`config.mk`:
```
export PLATFORM = sky130hd
export DESIGN_NAME = rc4_keystream_cipher_flat
export DESIGN_NICKNAME = d
export VERILOG_FILES = /design/src/design/rc4_pkg.sv /design/src/design/rc4_if.sv /design/src/design/rc4_ctrl.sv /design/src/design/rc4_dp.sv /design/src/design/rc4_keystream_cipher.sv /design/src/flat_wrapper.sv
export SDC_FILE = /design/constraint.sdc
export NUM_CORES = 2
export LEC_CHECK = 0
export BUFFER_PORTS_ARGS = -buffer_cell sky130_fd_sc_hd__buf_2
export CAP_MARGIN = 25
export CORE_MARGIN = 5
export CORE_UTILIZATION = 40
export CTS_CLUSTER_DIAMETER = 100
export CTS_CLUSTER_SIZE = 30
export DETAILED_ROUTE_END_ITERATION = 7
export GPL_ROUTABILITY_DRIVEN = 0
export PLACE_DENSITY = 0.66
export SKIP_LAST_GASP = 1
export SYNTH_ARGS = -nofsm -noshare
export SYNTH_HDL_FRONTEND = slang
export SYNTH_SLANG_ARGS = --single-unit
```
`constraint.sdc`:
```
create_clock -name clock -period 6.2 [get_ports clock]
set_input_delay 0.31 -clock clock [delete_from_list [all_inputs] [get_ports clock]]
set_output_delay 0.31 -clock clock [all_outputs]
set_load 0.05 [all_outputs]
```
`src/design/rc4_pkg.sv`:
```
`timescale 1ns / 1ps

package rc4_pkg;

   localparam int MAX_KEY_BYTES = 32;
   localparam int KEY_WORDS     = 4;
   localparam int KEY_WORD_W    = 64;
   localparam int KEY_LEN_W     = 6;
   localparam int KIDX_W        = $clog2(MAX_KEY_BYTES);
   localparam int PERM_DEPTH    = 256;
   localparam int IDX_W         = $clog2(PERM_DEPTH);
   localparam int BYTE_W        = 8;

   localparam int CSR_INDEX_W = 3;
   localparam int CSR_DATA_W  = KEY_WORD_W;

   localparam logic [CSR_INDEX_W-1:0] CSR_KEY_0   = 3'd0;
   localparam logic [CSR_INDEX_W-1:0] CSR_KEY_1   = 3'd1;
   localparam logic [CSR_INDEX_W-1:0] CSR_KEY_2   = 3'd2;
   localparam logic [CSR_INDEX_W-1:0] CSR_KEY_3   = 3'd3;
   localparam logic [CSR_INDEX_W-1:0] CSR_KEY_LEN = 3'd4;

   // datapath operations issued by the controller, one per cycle
   typedef enum logic [3:0] {
      OP_NONE,
      OP_LOAD,      // latch input byte, clear schedule counters
      OP_INIT_WR,   // S[n] = n
      OP_K_RD_N,    // read S[n]
      OP_K_RD_ACC,  // acc += S[n] + key; read S[acc]
      OP_K_WR_N,    // S[n] = S[acc]
      OP_K_WR_ACC,  // S[acc] = old S[n]; advance n and key index
      OP_P_RD_I,    // i++; read S[i]
      OP_P_RD_J,    // j += S[i]; read S[j]
      OP_P_WR_I,    // S[i] = S[j]; read S[S[i] + S[j]]
      OP_P_OUT      // S[j] = old S[i]; register result
   } dp_op_type;

   typedef struct packed {
      logic need_sched;  // accepted beat must run the key schedule first
      logic n_last;      // schedule counter at the final entry
      logic rsp_busy;    // output register holds a beat not yet taken
   } dp_status_type;

endpackage

```
`src/design/rc4_if.sv`:
```
`timescale 1ns / 1ps

interface rc4_req_if;
   logic       valid;
   logic       ready;
   logic [7:0] data_byte;
   logic       start_of_message;

   modport source (output valid, output data_byte, output start_of_message, input ready);
   modport sink   (input valid, input data_byte, input start_of_message, output ready);
endinterface

interface rc4_rsp_if;
   logic       valid;
   logic       ready;
   logic [7:0] cipher_byte;

   modport source (output valid, output cipher_byte, input ready);
   modport sink   (input valid, input cipher_byte, output ready);
endinterface

```
`src/design/rc4_ctrl.sv`:
```
`timescale 1ns / 1ps

module rc4_ctrl
   import rc4_pkg::*;
(
   input  logic          clock,
   input  logic          reset,
   input  logic          req_valid,
   output logic          req_ready,
   input  dp_status_type status,
   output dp_op_type     op
);

   typedef enum logic [9:0] {
      ST_IDLE = 10'b00_0000_0001,
      ST_INIT = 10'b00_0000_0010,
      ST_KRN  = 10'b00_0000_0100,
      ST_KRA  = 10'b00_0000_1000,
      ST_KWN  = 10'b00_0001_0000,
      ST_KWA  = 10'b00_0010_0000,
      ST_PRI  = 10'b00_0100_0000,
      ST_PRJ  = 10'b00_1000_0000,
      ST_PWI  = 10'b01_0000_0000,
      ST_POUT = 10'b10_0000_0000
   } state_type;

   state_type state_ff, state_in;

   assign req_ready = (state_ff == ST_IDLE);

   always_comb begin
      state_in = state_ff;
      op       = OP_NONE;
      unique case (state_ff)
         ST_IDLE: begin
            if (req_valid) begin
               op       = OP_LOAD;
               state_in = status.need_sched ? ST_INIT : ST_PRI;
            end
         end
         ST_INIT: begin
            op = OP_INIT_WR;
            if (status.n_last) state_in = ST_KRN;
         end
         ST_KRN: begin
            op       = OP_K_RD_N;
            state_in = ST_KRA;
         end
         ST_KRA: begin
            op       = OP_K_RD_ACC;
            state_in = ST_KWN;
         end
         ST_KWN: begin
            op       = OP_K_WR_N;
            state_in = ST_KWA;
         end
         ST_KWA: begin
            op       = OP_K_WR_ACC;
            state_in = status.n_last ? ST_PRI : ST_KRN;
         end
         ST_PRI: begin
            op       = OP_P_RD_I;
            state_in = ST_PRJ;
         end
         ST_PRJ: begin
            op       = OP_P_RD_J;
            state_in = ST_PWI;
         end
         ST_PWI: begin
            op       = OP_P_WR_I;
            state_in = ST_POUT;
         end
         ST_POUT: begin
            // hold until the output register frees up
            if (!status.rsp_busy) begin
               op       = OP_P_OUT;
               state_in = ST_IDLE;
            end
         end
         default: state_in = ST_IDLE;
      endcase
   end

   always_ff @(posedge clock) begin
      if (reset) state_ff <= ST_IDLE;
      else       state_ff <= state_in;
   end

endmodule

```
`src/design/rc4_dp.sv`:
```
`timescale 1ns / 1ps

module rc4_dp
   import rc4_pkg::*;
(
   input  logic                   clock,
   input  logic                   reset,
   input  dp_op_type              op,
   output dp_status_type          status,
   input  logic                   csr_we,
   input  logic [CSR_INDEX_W-1:0] csr_index,
   input  logic [CSR_DATA_W-1:0]  csr_wdata,
   input  logic [BYTE_W-1:0]      req_data_byte,
   input  logic                   req_start,
   input  logic                   rsp_ready,
   output logic                   rsp_valid,
   output logic [BYTE_W-1:0]      rsp_byte
);

   // configuration
   logic [KEY_WORDS-1:0][KEY_WORD_W-1:0] key_ff, key_in;
   logic [KEY_LEN_W-1:0]                 key_len_ff, key_len_in;

   // permutation memory
   logic [BYTE_W-1:0] perm_mem [PERM_DEPTH];
   logic              mem_we, mem_re;
   logic [IDX_W-1:0]  mem_waddr, mem_raddr;
   logic [BYTE_W-1:0] mem_wdata;
   logic [BYTE_W-1:0] rd_ff;

   // schedule and generator state
   logic [IDX_W-1:0]  n_ff, n_in;
   logic [BYTE_W-1:0] acc_ff, acc_in;
   logic [KIDX_W-1:0] kidx_ff, kidx_in;
   logic [IDX_W-1:0]  i_ff, i_in;
   logic [IDX_W-1:0]  j_ff, j_in;
   logic              done_ff, done_in;
   logic [BYTE_W-1:0] sa_ff, sa_in;   // S[n] in schedule, S[i] in generator
   logic [BYTE_W-1:0] sb_ff, sb_in;   // S[j] in generator
   logic [IDX_W-1:0]  t_ff, t_in;
   logic [BYTE_W-1:0] data_ff, data_in;
   logic              rsp_valid_ff, rsp_valid_in;
   logic [BYTE_W-1:0] rsp_byte_ff, rsp_byte_in;

   logic [KEY_LEN_W-1:0] len_eff;
   logic [KIDX_W-1:0]    kidx_last;
   logic [BYTE_W-1:0]    key_byte;
   logic [BYTE_W-1:0]    ks_byte;

   always_comb begin
      if (key_len_ff == '0)
         len_eff = KEY_LEN_W'(1);
      else if (key_len_ff > KEY_LEN_W'(MAX_KEY_BYTES))
         len_eff = KEY_LEN_W'(MAX_KEY_BYTES);
      else
         len_eff = key_len_ff;
   end

   assign kidx_last = KIDX_W'(len_eff - KEY_LEN_W'(1));
   assign key_byte  = key_ff[kidx_ff[KIDX_W-1:3]][{kidx_ff[2:0], 3'b000} +: BYTE_W];

   // swapped entries are not yet both in memory when S[t] is read
   always_comb begin
      if (t_ff == j_ff)      ks_byte = sa_ff;
      else if (t_ff == i_ff) ks_byte = sb_ff;
      else                   ks_byte = rd_ff;
   end

   always_comb begin
      key_in     = key_ff;
      key_len_in = key_len_ff;
      if (csr_we) begin
         unique case (csr_index) inside
            CSR_KEY_0, CSR_KEY_1, CSR_KEY_2, CSR_KEY_3: key_in[csr_index[1:0]] = csr_wdata;
            CSR_KEY_LEN: key_len_in = csr_wdata[KEY_LEN_W-1:0];
            default: ;
         endcase
      end
   end

   always_comb begin
      mem_we       = 1'b0;
      mem_re       = 1'b0;
      mem_waddr    = n_ff;
      mem_raddr    = n_ff;
      mem_wdata    = rd_ff;
      n_in         = n_ff;
      acc_in       = acc_ff;
      kidx_in      = kidx_ff;
      i_in         = i_ff;
      j_in         = j_ff;
      done_in      = done_ff;
      sa_in        = sa_ff;
      sb_in        = sb_ff;
      t_in         = t_ff;
      data_in      = data_ff;
      rsp_valid_in = rsp_valid_ff & ~rsp_ready;
      rsp_byte_in  = rsp_byte_ff;
      unique case (op)
         OP_NONE: ;
         OP_LOAD: begin
            data_in = req_data_byte;
            n_in    = '0;
            acc_in  = '0;
            kidx_in = '0;
         end
         OP_INIT_WR: begin
            mem_we    = 1'b1;
            mem_waddr = n_ff;
            mem_wdata = n_ff;
            n_in      = n_ff + IDX_W'(1);
         end
         OP_K_RD_N: begin
            mem_re    = 1'b1;
            mem_raddr = n_ff;
         end
         OP_K_RD_ACC: begin
            acc_in    = acc_ff + rd_ff + key_byte;
            sa_in     = rd_ff;
            mem_re    = 1'b1;
            mem_raddr = acc_in;
         end
         OP_K_WR_N: begin
            mem_we    = 1'b1;
            mem_waddr = n_ff;
            mem_wdata = rd_ff;
         end
         OP_K_WR_ACC: begin
            mem_we    = 1'b1;
            mem_waddr = acc_ff;
            mem_wdata = sa_ff;
            n_in      = n_ff + IDX_W'(1);
            kidx_in   = (kidx_ff == kidx_last) ? '0 : kidx_ff + KIDX_W'(1);
            if (status.n_last) begin
               i_in    = '0;
               j_in    = '0;
               done_in = 1'b1;
            end
         end
         OP_P_RD_I: begin
            i_in      = i_ff + IDX_W'(1);
            mem_re    = 1'b1;
            mem_raddr = i_in;
         end
         OP_P_RD_J: begin
            sa_in     = rd_ff;
            j_in      = j_ff + rd_ff;
            mem_re    = 1'b1;
            mem_raddr = j_in;
         end
         OP_P_WR_I: begin
            sb_in     = rd_ff;
            mem_we    = 1'b1;
            mem_waddr = i_ff;
            mem_wdata = rd_ff;
            t_in      = sa_ff + rd_ff;
            mem_re    = 1'b1;
            mem_raddr = t_in;
         end
         OP_P_OUT: begin
            mem_we       = 1'b1;
            mem_waddr    = j_ff;
            mem_wdata    = sa_ff;
            rsp_valid_in = 1'b1;
            rsp_byte_in  = data_ff ^ ks_byte;
         end
         default: ;
      endcase
   end

   always_ff @(posedge clock) begin
      if (mem_we) perm_mem[mem_waddr] <= mem_wdata;
      if (mem_re) rd_ff <= perm_mem[mem_raddr];
   end

   always_ff @(posedge clock) begin
      if (reset) begin
         key_ff       <= '0;
         key_len_ff   <= KEY_LEN_W'(1);
         i_ff         <= '0;
         j_ff         <= '0;
         done_ff      <= 1'b0;
         rsp_valid_ff <= 1'b0;
      end else begin
         key_ff       <= key_in;
         key_len_ff   <= key_len_in;
         i_ff         <= i_in;
         j_ff         <= j_in;
         done_ff      <= done_in;
         rsp_valid_ff <= rsp_valid_in;
      end
   end

   always_ff @(posedge clock) begin
      n_ff        <= n_in;
      acc_ff      <= acc_in;
      kidx_ff     <= kidx_in;
      sa_ff       <= sa_in;
      sb_ff       <= sb_in;
      t_ff        <= t_in;
      data_ff     <= data_in;
      rsp_byte_ff <= rsp_byte_in;
   end

   assign status.need_sched = req_start | ~done_ff;
   assign status.n_last     = (n_ff == IDX_W'(PERM_DEPTH - 1));
   assign status.rsp_busy   = rsp_valid_ff & ~rsp_ready;

   assign rsp_valid = rsp_valid_ff;
   assign rsp_byte  = rsp_byte_ff;

endmodule

```
`src/design/rc4_keystream_cipher.sv`:
```
`timescale 1ns / 1ps
// A beat passes ST_PRI, ST_PRJ and ST_PWI; ST_POUT registers its result, waiting
// while the output register is full. A new beat is taken only in ST_IDLE. The swap
// is bounded by the single read port and single write port of the 256-entry
// permutation memory. A beat that starts a message (or the first beat after reset)
// first runs the key schedule: identity fill of 256 entries, then 256 mixing steps.
// Reset is synchronous, active high; the permutation memory is not cleared.

module rc4_keystream_cipher
   import rc4_pkg::*;
(
   input  logic                   clock,
   input  logic                   reset,
   rc4_req_if.sink                req_ch,
   rc4_rsp_if.source              rsp_ch,
   input  logic                   csr_we,
   input  logic [CSR_INDEX_W-1:0] csr_index,
   input  logic [CSR_DATA_W-1:0]  csr_wdata
);

   dp_op_type     op;
   dp_status_type status;

   rc4_ctrl u_ctrl (
      .clock     (clock),
      .reset     (reset),
      .req_valid (req_ch.valid),
      .req_ready (req_ch.ready),
      .status    (status),
      .op        (op)
   );

   rc4_dp u_dp (
      .clock         (clock),
      .reset         (reset),
      .op            (op),
      .status        (status),
      .csr_we        (csr_we),
      .csr_index     (csr_index),
      .csr_wdata     (csr_wdata),
      .req_data_byte (req_ch.data_byte),
      .req_start     (req_ch.start_of_message),
      .rsp_ready     (rsp_ch.ready),
      .rsp_valid     (rsp_ch.valid),
      .rsp_byte      (rsp_ch.cipher_byte)
   );

endmodule

```
`src/flat_wrapper.sv`:
```
// flat-port wrapper written by rule: the top's interface ports become plain ports
module rc4_keystream_cipher_flat import rc4_pkg::*;
  (clock, reset, csr_we, csr_index, csr_wdata, req_ch_valid, req_ch_data_byte, req_ch_start_of_message, req_ch_ready, rsp_ch_valid, rsp_ch_cipher_byte, rsp_ch_ready);
  rc4_req_if req_ch_i ();
  rc4_rsp_if rsp_ch_i ();
  input  logic clock;
  input  logic reset;
  input  logic csr_we;
  input  logic [CSR_INDEX_W-1:0] csr_index;
  input  logic [CSR_DATA_W-1:0] csr_wdata;
  input wire logic [$bits(req_ch_i.valid)-1:0] req_ch_valid;
  input wire logic [$bits(req_ch_i.data_byte)-1:0] req_ch_data_byte;
  input wire logic [$bits(req_ch_i.start_of_message)-1:0] req_ch_start_of_message;
  output wire logic [$bits(req_ch_i.ready)-1:0] req_ch_ready;
  output wire logic [$bits(rsp_ch_i.valid)-1:0] rsp_ch_valid;
  output wire logic [$bits(rsp_ch_i.cipher_byte)-1:0] rsp_ch_cipher_byte;
  input wire logic [$bits(rsp_ch_i.ready)-1:0] rsp_ch_ready;
  assign req_ch_i.valid = req_ch_valid;
  assign req_ch_i.data_byte = req_ch_data_byte;
  assign req_ch_i.start_of_message = req_ch_start_of_message;
  assign req_ch_ready = req_ch_i.ready;
  assign rsp_ch_valid = rsp_ch_i.valid;
  assign rsp_ch_cipher_byte = rsp_ch_i.cipher_byte;
  assign rsp_ch_i.ready = rsp_ch_ready;
  rc4_keystream_cipher u_core (.clock(clock), .reset(reset), .req_ch(req_ch_i), .rsp_ch(rsp_ch_i), .csr_we(csr_we), .csr_index(csr_index), .csr_wdata(csr_wdata));
endmodule
```
# Yosys cells after proc, flatten, opt, wreduce, memory -nomap -nowiden

Memories as Yosys holds them, arrays and structs flattened. A register that Yosys moved wholly into a read port is not among the register bits.
Index checks and enable logic that the tools add are counted.
Widths: inputs -> output; s select.

Bits in registers: 351
Latch bits: 0
RAM bits: 2048
Memory bits (read-only): 0
Bits of input ports: 81
Output and inout bits: 10
Logic and storage cells: 122
Memories: 1

$add $sub $neg: 8
$mul: 0
Div/mod/pow operators: 0
$lt $le $gt $ge: 4
Equality and inequality tests: 32
Shift-type cells: 1
Multiplexer cells: 33
Bitwise operators: 5
Reductions and logical operators: 20

Memories:

| memory               | words | width | rd ports | clocked after memory_dff | wr ports | RTL line     | source |
|---|---|---|---|---|---|---|---|
| u_core.u_dp.perm_mem | 256   | 8     | 1        | 1                        | 1        | rc4_dp.sv:25 | `logic [BYTE_W-1:0] perm_mem [PERM_DEPTH];` |

Operator list:

| kind                 | count |
|---|---|
| $bwmux 256           | 1 |
| $bmux 64 s2          | 1 |
| $demux 64 s2         | 1 |
| $mux 64              | 2 |
| $pmux 10 s10         | 1 |
| $pmux 8 s2           | 5 |
| $shiftx 64x7->8      | 1 |
| $pmux 4 s10          | 1 |
| $add 8x8->8          | 4 |
| $pmux 8 s4           | 1 |
| $mux 10              | 3 |
| $mux 8               | 3 |
| $pmux 8 s3           | 1 |
| $add 8x1->8 const B  | 2 |
| $eq 4x3->1 const B   | 4 |
| $eq 8x8->1           | 2 |
| $mux 5               | 3 |
| $mux 7               | 2 |
| $eq 4x4->1 const B   | 3 |
| $eq 10x1->1 const B  | 1 |
| $eq 10x10->1 const B | 1 |
| $eq 10x2->1 const B  | 1 |
| $eq 10x3->1 const B  | 1 |
| $eq 10x4->1 const B  | 1 |
| other kinds (35)     | 57 |

# Longest topological paths before layout

Word-level depth: 9
Mapped depth: 24
Gate-level depth less buffers: 17

# By module

From an unflattened synthesis, not the netlist that was laid out.

Cells, all modules: 8249
Area, all modules: 99894.6 um^2

By module, submodules not included:

| module   | times used | cells an instance | area an instance (um^2) | sequential area each (um^2) |
|---|---|---|---|---|
| rc4_dp   | 1          | 8153              | 99112.6                 | 69176.3 |
| rc4_ctrl | 1          | 96                | 782.0                   | 200.2 |

# Least setup slack after synthesis

No wires, ideal clock.

Path kind: register to register
From: register u_core.u_dp.kidx_ff[4]
To: register u_core.u_dp.rd_ff[6], read port of u_core.u_dp.perm_mem (data pin)
Library setup time: 0.271 ns
Data arrival time: 6.095 ns
Required time: 5.929 ns
Path slack: -0.166 ns
Cell stages (with the launch flop): 23
Buffers on the path: 5
Clock period less this slack: 6.366 ns
Cells stage by stage: edfxtp_1 > buf_2 > buf_1 > buf_1 > mux4_2 > mux4_2 > mux2_2 > fa_1 > ha_1 > fa_1 > a211oi_1 > nor3b_1 > o22ai_1 > xnor2_1 > a21o_1 > a31oi_1 > a21oi_1 > or2_2 > clkbuf_1 > buf_2 > o32ai_1 > nor4_1 > nand4_1

Word-level cells in the longest chain between the ends: 5

Ends and longest elaborated chain:

| item                          | RTL line      | source |
|---|---|---|
| start, declared               | rc4_dp.sv:34  | `logic [KIDX_W-1:0] kidx_ff, kidx_in;` |
| start signal, assigned        | rc4_dp.sv:197 | `kidx_ff <= kidx_in;` |
| $bmux 64 s2                   | rc4_dp.sv:60  | `assign key_byte = key_ff[kidx_ff[KIDX_W-1:3]][{kidx_ff[2:0], 3'b000} +: BYTE_W];` |
| $mux 64 (not written as such) | rc4_dp.sv:60  |  |
| $shiftx 64x7->8               | rc4_dp.sv:60  |  |
| $add 8x8->8                   | rc4_dp.sv:118 | `acc_in = acc_ff + rd_ff + key_byte;` |
| $pmux 8 s4                    | rc4_dp.sv:99  | `unique case (op)` |
| end, declared                 | rc4_dp.sv:29  | `logic [BYTE_W-1:0] rd_ff;` |

No other way between the ends. The select of a mux whose other input is x is not followed.
A chain may end at the register's enable or synchronous reset.

# Worst setup path in the final report

From: register u_core.u_dp.kidx_ff[4]
To: register u_core.u_dp.rd_ff[7], read port of u_core.u_dp.perm_mem (data pin)

Same word-level chain as after synthesis.

==> out/results.ini <==
[cells_and_area]
layout.nets = 7559
fin_area_mm2 = 0.109
syn_to_final_growth_pct = 12.2
layout-drive-gt1-share_pct = 15.5
most-common-layout-cells = 2117 x edfxtp_1, 1715 x nand2_1, 486 x buf_4
layout_commonest_cell = edfxtp_1

[sta]
post-route-min-period_ns = 6.16
post-route-period-util_pct = 99.3
setup_violations = 0
slew_headroom_pct = 24.3
drv_slew = 0
fin_skew_ns = 0.0624
max_freq_ghz = 0.162
final-hold-violation-count = 0
rsz0062_at_grt = yes
tightest_slew_ns = 1.13

[power_and_ir_drop]
p_sw_share_pct = 27.3
internal_power_mw = 22.9
combinationalPowerShare_pct = 16.9
power.share.clock_pct = 26.4
switchingPower_mw = 8.61
power_mw = 31.5
leakage_nw = 35.9
peakVddDrop_mv = 0.229
p_per_area_mw_per_mm2 = 288
seqPwrFrac_pct = 56.7

[run_status]
status = finished, final reports clean

[setup_path]
cp_max_fo = 16
path_buf_inv = 6
rr_startpoint = u_core.u_dp.kidx_ff[4]
critPathKind = register to register
critPathMaxStageDelay_ns = 0.61
ff2ff_path_depth = 21
r2r_end = u_core.u_dp.rd_ff[7]
critPathRequiredTime_ns = 6.89
cp_slowest_cell = fa_2
end_kind = register
setup.worst_path.start = u_core.u_dp.kidx_ff[4]
crit_chain = buf_12, mux4_2, mux4_2, mux2_2, fa_1, ha_1, fa_2, nand4_1, o21ai_1, buf_12, nor2_4, buf_12, buf_4, and3_1, a311oi_1, o31ai_1, buf_4, nor4_2, buf_4, nor4_1, nand4_1
arrival_ns = 6.85
crit_family = multiplexers
crit_path_start_kind = register
r2r_slack_ns = 0.04

[clock_network]
cts.sinks = 2407
cts_tree = yes
htreeDepth = 3
cts_buffer_depth = 3
numCtsBuffers = 99
clkLatencyLatePin_ns = 0.84
clkTransAtPathRegs_ns = 0.12
root_buffer = clkbuf_16

[route]
via_count = 62800
ant_nets = 0
drt_iter0_markers = 8853
drc = 0
firstDrtPassIters = 8
post_drt_wl_per_cell_um = 26.0
via_per_inst = 5.87
drt_wl_total_um = 278000

[yosys]
seq_area_frac_synth_pct = 71.2
yosys-top-cells-area = edfxtp_1 65%, nand2_1 6.6%, dfxtp_1 6.0%, mux4_2 5.8%, a21oi_1 2.3%
synth_compound_area_share_pct = 6.77
syn-instance-count = 7072
synth-adder-area-share_pct = 0.513
synthMuxAreaShare_pct = 7.25
synth_top_family_by_area = simple AND/OR/NAND/NOR gates
yosys.area.top_type = edfxtp_1
synth-seq-cells = 2407
yosys_warnings = 0
synth_xor_area_share_pct = 0.530
netlist_area_mm2 = 0.0975
synth_top_flop_cell = edfxtp_1
syn_nets = 7187
avgSynthCellArea_um2 = 13.8
yosysUniqueCellTypes = 88
synth_top_cell_area_share_pct = 65.2
synth_edf_count = 2117
synth-simple-area-share_pct = 11.5
async_reset_ff_share_pct = 0

[job]
maxCapViolations = 0

[min_path]
hp-start = csr_index[0]
whs_endpoint = u_core.u_dp.key_ff[191]
min_path_type = input pin to register
min_path_cells = 4

[floorplan]
die_y_um = 504
fp-row-count = 181
boundaryPins = 91
die_w_um = 504
core_area_mm2 = 0.243
start_util_pct = 40.1
dieArea_mm2 = 0.254

[global_route]
grt.total_usage_pct = 21.4
grt_max_degree = 180
antenna_found_initial = 14
grt_pass1_vias = 60100
gr-total-overflow = 0
grt_pass1_wl_um = 407000

[place]
port_buffers = 90
place_area_mm2 = 0.105
dp_hpwl_um = 182000

[layer usage]
metal  vias to the layer above  GRT usage [%]  share of wire, %  wire (um)
met5                         -         0.0190             0.017         47
met2                      3488           33.5                46     128000
met4                         6           8.08               4.1      11400
met3                       538           4.44                11      29400
li1                      27000              -                 -          -
met1                     31700           29.5                39     109000
[tightest hold or removal path: cells and delay by family]
| family | cells | cell delay [ns] |
|---|---|---|
| AO/OA/AOI/OAI | 1 | 0.05 |
| buffers and inverters | 1 | 0.13 |
| AND/OR/NAND/NOR | 2 | 0.32 |
[cell families after synthesis]
logic type / count (synthesis)
and+or+nand+nor: 2684
DFF: 2407
AOI/OAI and AO/OA: 1020
buffers and inverters: 475
muxes: 393
xor gates and xnor gates: 59
adders and majority gates: 34
[metrics by stage]
step           instances  util, %  setup TNS (ns)  hold slack (ns)  setup slack (ns)
2_1_floorplan       7072        -               0            0.409            0.0754
3_3_place_gp       10500     43.2          -0.300            0.439            -0.234
3_5_place_dp       10500     43.2          -0.284            0.446            -0.169
4_1_cts            10700     44.8         -0.0412           0.0148           -0.0165
5_1_grt            10700     45.0          -0.235         -0.00904           -0.0508
6_report           10700     45.0               0          0.00630            0.0446
[area by class of cell]
type                            instances  area [um^2]
Sequential cell                      2407        69400
Clock inverter                         30          523
Multi-Input combinational cell       4190        26400
Inverter                               17         63.8
Timing Repair Buffer                  729         6390
Antenna cell                            5         12.5
Tap cell                             3202         4010
Fill cell                           21100       134000
Clock buffer                          113         2560
[what timing repair did]
item	in CTS	in global routing
resized for setup	15	57
gates cloned	0	1
endpoints found under the hold margin	275	0
endpoints found under the setup margin	7	8
pin swaps	1	4
hold buffers	78	0
setup buffers	3	1
[power by group through the flow]
stage	Clock (mW)	Combinational, mW	Sequential, mW
2_1_floorplan	0	2.85	18.3
3_3_place_gp	0	5.06	18.2
3_5_place_dp	0	5.10	18.2
4_1_cts	8.43	5.18	17.9
5_1_grt	9.01	5.58	17.9
6_report	8.31	5.34	17.9
[registers in the layout (all words and copies together) (netlist names)]
register                flops
u_core.u_dp.data_ff         8
u_core.u_dp.rsp_valid       1
u_core.u_dp.acc_ff          8
u_core.u_dp.j_ff            8
u_core.u_dp.sb_ff           8
u_core.u_dp.i_ff            8
u_core.u_dp.rd_ff           8
u_core.u_dp.rsp_byte        8
u_core.u_dp.done_ff         1
u_core.u_dp.perm_mem     2048
u_core.u_dp.t_ff            8
u_core.u_dp.key_ff        256
u_core.u_ctrl.state_ff     10
u_core.u_dp.key_len_ff      6
u_core.u_dp.kidx_ff         5
u_core.u_dp.sa_ff           8
u_core.u_dp.n_ff            8
[how the worst max path moves through the flow]
stage                                 endpoint  slack [ns]  cells past startpoint
after floorplan           u_core.u_dp.rd_ff[6]        0.08                     22
after global placement    u_core.u_dp.rd_ff[2]       -0.23                     21
final                     u_core.u_dp.rd_ff[7]        0.04                     21
after global routing      u_core.u_dp.rd_ff[3]       -0.05                     23
after detailed placement  u_core.u_dp.rd_ff[2]       -0.17                     20
after CTS                 u_core.u_dp.rd_ff[7]       -0.02                     18
[cells in the mapped netlist, drive strengths merged, types with 11 or more instances]
cell type  number
edfxtp       2117
nand2        1727
a21oi         447
nor2          413
dfxtp         290
nand3         271
mux4          250
clkbuf        244
buf           214
mux2i         134
a32oi          99
a31oi          96
o21ai          68
and3           65
o22ai          47
nand4          44
a22oi          40
nor4           38
a22o           36
nor3           36
xor2           32
xnor2          27
a211oi         24
ha             24
o311ai         24
nor2b          18
a21o           17
inv            16
or3            15
a221oi         14
o311a          14
a311oi         13
a221o          11
and2           11
Power figures use the tool's default switching activity.
